===== src/design/gbl_pkg.sv =====
`timescale 1ns / 1ps
// ----------------------------------------------------------------------------
// gbl_pkg
// Shared constants and types for the grid bin locator.
// ----------------------------------------------------------------------------
package gbl_pkg;

  localparam int COORD_WIDTH_DEF = 32;
  localparam int BIN_BITS_DEF    = 10;
  localparam int CFG_ADDR_W      = 3;

  // register indexes
  localparam logic [CFG_ADDR_W-1:0] REG_ORIGIN_X   = 3'd0;
  localparam logic [CFG_ADDR_W-1:0] REG_ORIGIN_Y   = 3'd1;
  localparam logic [CFG_ADDR_W-1:0] REG_ORIGIN_Z   = 3'd2;
  localparam logic [CFG_ADDR_W-1:0] REG_EXTENT_X   = 3'd3;
  localparam logic [CFG_ADDR_W-1:0] REG_EXTENT_Y   = 3'd4;
  localparam logic [CFG_ADDR_W-1:0] REG_EXTENT_Z   = 3'd5;
  localparam logic [CFG_ADDR_W-1:0] REG_BIN_COUNTS = 3'd6;

  // command codes
  localparam logic CMD_LOCATE    = 1'b0;
  localparam logic CMD_NEIGHBOUR = 1'b1;

  // control bits carried with a located point
  typedef struct packed {
    logic outside;
    logic cmd;
  } gbl_ctl_t;

endpackage


===== src/design/gbl_nbr.sv =====
`timescale 1ns / 1ps
// ----------------------------------------------------------------------------
// gbl_nbr
// Neighbour sequencer: walks one bin or the clamped 3x3x3 block to a register.
// ----------------------------------------------------------------------------
module gbl_nbr import gbl_pkg::*; #(
  parameter int BIN_BITS = BIN_BITS_DEF
) (
  input  logic                  clk,
  input  logic                  rst_n,
  input  logic [3*BIN_BITS-1:0] bin_counts,
  input  logic                  loc_valid,
  output logic                  loc_ready,
  input  gbl_ctl_t              loc_ctl,
  input  logic [BIN_BITS-1:0]   loc_bin_x,
  input  logic [BIN_BITS-1:0]   loc_bin_y,
  input  logic [BIN_BITS-1:0]   loc_bin_z,
  output logic                  res_valid,
  input  logic                  res_ready,
  output logic                  res_outside,
  output logic [BIN_BITS-1:0]   res_x,
  output logic [BIN_BITS-1:0]   res_y,
  output logic [BIN_BITS-1:0]   res_z,
  output logic                  res_last
);

  localparam int B = BIN_BITS;

  logic [B-1:0] bin_a [0:2];
  logic [B-1:0] lo_nxt [0:2];
  logic [B-1:0] hi_nxt [0:2];

  logic         busy_r;
  logic         oflag_r;
  logic [B-1:0] cur_r [0:2];
  logic [B-1:0] lo_r  [0:2];
  logic [B-1:0] hi_r  [0:2];
  logic         res_valid_r;
  logic         res_outside_r;
  logic [B-1:0] res_x_r, res_y_r, res_z_r;
  logic         res_last_r;

  logic emit, last_now, load;

  assign bin_a[0] = loc_bin_x;
  assign bin_a[1] = loc_bin_y;
  assign bin_a[2] = loc_bin_z;

  for (genvar a = 0; a < 3; a++) begin : g_rng
    logic [B-1:0] n_raw, n_top;
    logic [B:0]   up;
    logic         single;
    assign n_raw  = bin_counts[a*B +: B];
    assign n_top  = (n_raw == '0) ? '0 : n_raw - B'(1);
    assign up     = {1'b0, bin_a[a]} + (B+1)'(1);
    assign single = loc_ctl.outside || (loc_ctl.cmd == CMD_LOCATE);
    assign lo_nxt[a] = (single || bin_a[a] == '0) ? bin_a[a] : bin_a[a] - B'(1);
    assign hi_nxt[a] = single ? bin_a[a] :
                       (up > {1'b0, n_top}) ? n_top : up[B-1:0];
  end

  assign emit     = busy_r && (!res_valid_r || res_ready);
  assign last_now = (cur_r[0] == hi_r[0]) && (cur_r[1] == hi_r[1]) && (cur_r[2] == hi_r[2]);
  assign loc_ready = !busy_r || (emit && last_now);
  assign load     = loc_valid && loc_ready;

  always_ff @(posedge clk) begin
    if (!rst_n) begin
      busy_r      <= 1'b0;
      res_valid_r <= 1'b0;
    end else begin
      if (load) begin
        busy_r <= 1'b1;
      end else if (emit && last_now) begin
        busy_r <= 1'b0;
      end
      if (emit) begin
        res_valid_r <= 1'b1;
      end else if (res_ready) begin
        res_valid_r <= 1'b0;
      end
    end
  end

  always_ff @(posedge clk) begin
    if (emit) begin
      res_outside_r <= oflag_r;
      res_x_r       <= cur_r[0];
      res_y_r       <= cur_r[1];
      res_z_r       <= cur_r[2];
      res_last_r    <= last_now;
    end
    if (load) begin
      oflag_r <= loc_ctl.outside;
      for (int a = 0; a < 3; a++) begin
        lo_r[a]  <= lo_nxt[a];
        hi_r[a]  <= hi_nxt[a];
        cur_r[a] <= lo_nxt[a];
      end
    end else if (emit && !last_now) begin
      // z innermost, x outermost
      if (cur_r[2] != hi_r[2]) begin
        cur_r[2] <= cur_r[2] + B'(1);
      end else begin
        cur_r[2] <= lo_r[2];
        if (cur_r[1] != hi_r[1]) begin
          cur_r[1] <= cur_r[1] + B'(1);
        end else begin
          cur_r[1] <= lo_r[1];
          cur_r[0] <= cur_r[0] + B'(1);
        end
      end
    end
  end

  assign res_valid   = res_valid_r;
  assign res_outside = res_outside_r;
  assign res_x       = res_x_r;
  assign res_y       = res_y_r;
  assign res_z       = res_z_r;
  assign res_last    = res_last_r;

endmodule


===== config.mk =====
export PLATFORM = sky130hd
export DESIGN_NAME = gbl_nbr
export DESIGN_NICKNAME = d
export VERILOG_FILES = /design/src/design/gbl_pkg.sv /design/src/design/gbl_nbr.sv
export SDC_FILE = /design/constraint.sdc
export NUM_CORES = 1
export LEC_CHECK = 0
export BUFFER_PORTS_ARGS = -buffer_cell sky130_fd_sc_hd__buf_4
export CAP_MARGIN = 25
export CORE_ASPECT_RATIO = 0.5
export CORE_MARGIN = 5
export CORE_UTILIZATION = 64
export DETAILED_ROUTE_END_ITERATION = 6
export PLACE_DENSITY = 0.86
export SYNTH_ARGS = -nofsm -noshare
export SYNTH_HDL_FRONTEND = slang
export SYNTH_SLANG_ARGS = --single-unit

===== constraint.sdc =====
create_clock -name clk -period 8.85 [get_ports clk]
set_input_delay 0.885 -clock clk [delete_from_list [all_inputs] [get_ports clk]]
set_output_delay 0.885 -clock clk [all_outputs]
set_load 0.005 [all_outputs]

==> impl_metrics.env <==
export IMPL_vias=6581
export IMPL_p_clk_share_pct=41.4
export IMPL_postCtsHoldBufs=0
export IMPL_critPathBufInv=1
export IMPL_antenna_found_initial=0
export IMPL_synth_seq_cells=115
export IMPL_tightest_slew_ns=1.024
export IMPL_synth_top_area_cell="edfxtp_1"
export IMPL_dp_hpwl_mm=14.19
export IMPL_htree_levels=4
export IMPL_cts_resized_gates=0
export IMPL_min_path_type="register to register"
export IMPL_rows=28
export IMPL_crit_slowest_cell="nor2_1"
export IMPL_setup_ws_ns=4.726
export IMPL_synth_top_area_share_pct=42.59
export IMPL_synthesis_nets=911
export IMPL_grt_pass1_vias=6203
export IMPL_num_nets_final=994
export IMPL_area_growth_synth_to_final_pct=17.83
export IMPL_synth_async_reset_ratio_pct=0
export IMPL_p_leak_uw=0.003792
export IMPL_cts_tree="done"
export IMPL_drive_gt1_share_pct=17.80
export IMPL_combPwrFrac_pct=17.7
export IMPL_nFillCells=787
export IMPL_final_common_cell="edfxtp_1"
export IMPL_syn_area_um2=7966
export IMPL_crit_chain="buf_4 > nor3_1 > nand2_1 > or4_1 > nor3b_1 > a21oi_1 > ha_1 > nand4_1 > nor2_1 > a31o_2 > a31oi_1 > nor2_1 > mux2i_1 > o22a_1"
export IMPL_slowest_delay_ns=0.83
export IMPL_ys_flop_type="edfxtp_1"
export IMPL_grt_usage_pct=26.85
export IMPL_critical_path_top_delay_family="simple AND/OR/NAND/NOR gates"
export IMPL_synth_edf_count=113
export IMPL_p_int_uw=1209
export IMPL_post_layout_nonfiller_instances=1064
export IMPL_crit_path_frequent_cell="nor2_1"
export IMPL_slew_violations=0
export IMPL_grt_pass1_wl_mm=31.78
export IMPL_cts_setup_buffers=0
export IMPL_synth_cells=803
export IMPL_gp_congestion=0.9379
export IMPL_max_freq_mhz=242.5
export IMPL_rsz0062_at_grt="no"
export IMPL_dieArea_um2=14910
export IMPL_wire_per_inst_um=18.84
export IMPL_cp_arrival_ns=4.30
export IMPL_clk_pin_slew_worst_paths_ns=0.06
export IMPL_fin_crit_sh_pct=46.60
export IMPL_fin_tns_setup_ns=0
export IMPL_ys_warn_count=0
export IMPL_finalSetupViolations=0
export IMPL_cap_violations=0
export IMPL_fin_worst_skew_ns=0.01048
export IMPL_dp_cells=1031
export IMPL_final_area_um2=9387
export IMPL_critPathCaptureType="register"
export IMPL_p_sw_share_pct=28.24
export IMPL_grt_max_degree=54
export IMPL_syn_avg_cell_area_um2=9.921
export IMPL_clk_latency_ns=0.43
export IMPL_power_frac_seq_pct=40.9
export IMPL_cts_max_path_buffers=2
export IMPL_drtPass1Iterations=7
export IMPL_met2WireLength_mm=9.471
export IMPL_crit_path_max_fanout=16
export IMPL_cts_made_buffers=17
export IMPL_routed_wl_mm=20.04
export IMPL_start_util_pct=66.49
export IMPL_dpl_instance_area_um2=8785
export IMPL_clkSinkCount=115
export IMPL_ir_drop_v=0.0001230
export IMPL_synth_seq_area_share_pct=43.10
export IMPL_violations="design-rule violations"
export IMPL_initialDrtViolationCount=755
export IMPL_die_h_um=88.89
export IMPL_met3_length_mm=1.750
export IMPL_antennaDiodeCount=0
export IMPL_viasPerCell=6.185
export IMPL_p_sw_uw=475.9
export IMPL_power_density_nw_per_um2=179.5
export IMPL_criticalPathCategory="input port to register"
export IMPL_slew_headroom_pct=31.50
export IMPL_fin_crit_ns=4.124
export IMPL_grt_overflow=0
export IMPL_port_buffers=99
export IMPL_drt_met1_wl_mm=8.525
export IMPL_mostFrequentLayoutCells="edfxtp_1 (113), buf_4 (104), nor2_1 (67)"
export IMPL_drc=2
export IMPL_status="finished, violations left"
export IMPL_cts_root_buf="clkbuf_16"
export IMPL_dieWidth_um=167.8
export IMPL_worst_setup_path_start_kind="input port"
export IMPL_io_pins=100
export IMPL_coreArea_um2=11980
export IMPL_ant_nets=0
export IMPL_synth_distinct_cells=55
export IMPL_pre_cts_ws_ns=4.363
export IMPL_top_layer="met4"
export IMPL_hold_viol=0
export IMPL_required_ns=9.02
export IMPL_ys_top_cells_by_area="edfxtp_1 (43%), xnor2_1 (6.8%), ha_1 (6.6%)"
-- registers in the layout, indices dropped and copies added (netlist names), 10 cells and up --
| name | flops |
|---|---|
| res_z | 10 |
| res_x | 10 |
| hi_r | 30 |
| cur_r | 30 |
| lo_r | 20 |
| res_y | 10 |
-- layer usage --
| layer | global-route usage [%] | vias up |
|---|---|---|
| li1 | - | 3095 |
| met1 | 34.81 | 3114 |
| met2 | 45.67 | 334 |
| met3 | 6.625 | 38 |
| met4 | 8.247 | 0 |
| met5 | 0 | - |
-- synthesized netlist by cell type, drive strengths merged (15+ instances only) --
| master | count |
|---|---|
| edfxtp | 113 |
| nor2 | 67 |
| nand2 | 63 |
| xnor2 | 62 |
| nand3 | 51 |
| xor2 | 50 |
| ha | 42 |
| a21oi | 40 |
| mux2i | 33 |
| inv | 32 |
| clkbuf | 26 |
| nor3 | 24 |
| o21ai | 21 |
| buf | 15 |
-- stage by stage --
stage          utilization [%]  power (µW)  hold WS [ns]
2_1_floorplan                -       884.5        0.4003
3_3_place_gp             73.15       974.2        0.4036
3_5_place_dp             73.32       987.2        0.4178
4_1_cts                  78.28        1679        0.4314
5_1_grt                  78.34        1750        0.4413
6_report                 78.34        1685        0.4284
-- power by group through the flow --
stage / Combinational, µW / Clock [µW] / Sequential [µW]
after floorplan: 195 / 0 / 689
final: 299 / 698 / 689
after global routing: 327 / 730 / 693
after detailed placement: 289 / 0 / 698
after global placement: 278 / 0 / 697
after CTS: 293 / 697 / 688
-- kinds of logic (layout without fill, tap and decap cells) --
kind of cell,Yosys count,count (layout),share of synthesized area (%)
simple gates,298,298,18.66
flops,115,115,43.10
buf+inv,73,169,3.942
mux,40,40,5.230
xor+xnor,112,112,12.31
compound gates,123,123,10.16
fa+ha+maj,42,42,6.596
-- worst register-to-register path, cell delays in order (launching register included) --
cell and delay (ns):
edfxtp_1 0.51, xor2_1 0.20, nor4_1 0.32, nand4_1 0.41, or3_4 0.54, o21ai_0 0.32, nand2_1 0.18, inv_2 0.30
buf_12 0.30
-- layout make-up --
type | instances | area (µm²) | share of cell area, %
Multi-Input combinational cell | 615 | 4232 | 45.08
Sequential cell | 115 | 3433 | 36.58
Timing Repair Buffer | 105 | 800.8 | 8.531
Clock buffer | 17 | 425.4 | 4.532
Tap cell | 165 | 206.4 | 2.199
Clock inverter | 15 | 168.9 | 1.800
Inverter | 32 | 120.1 | 1.280
-- worst paths after layout --
check,start,to,slack (ns),cells past startpoint
worst max-delay path,bin_counts[24],hi_r[0][24]$_DFFE_PP_,4.73,14
worst min-delay path,oflag_r$_DFFE_PP_,res_outside$_DFFE_PP_,0.43,0
worst max register to register,cur_r[0][0]$_DFFE_PP_,hi_r[0][0]$_DFFE_PP_,5.44,8
worst min register to register,oflag_r$_DFFE_PP_,res_outside$_DFFE_PP_,0.43,0
Power figures use the tool's default switching activity.
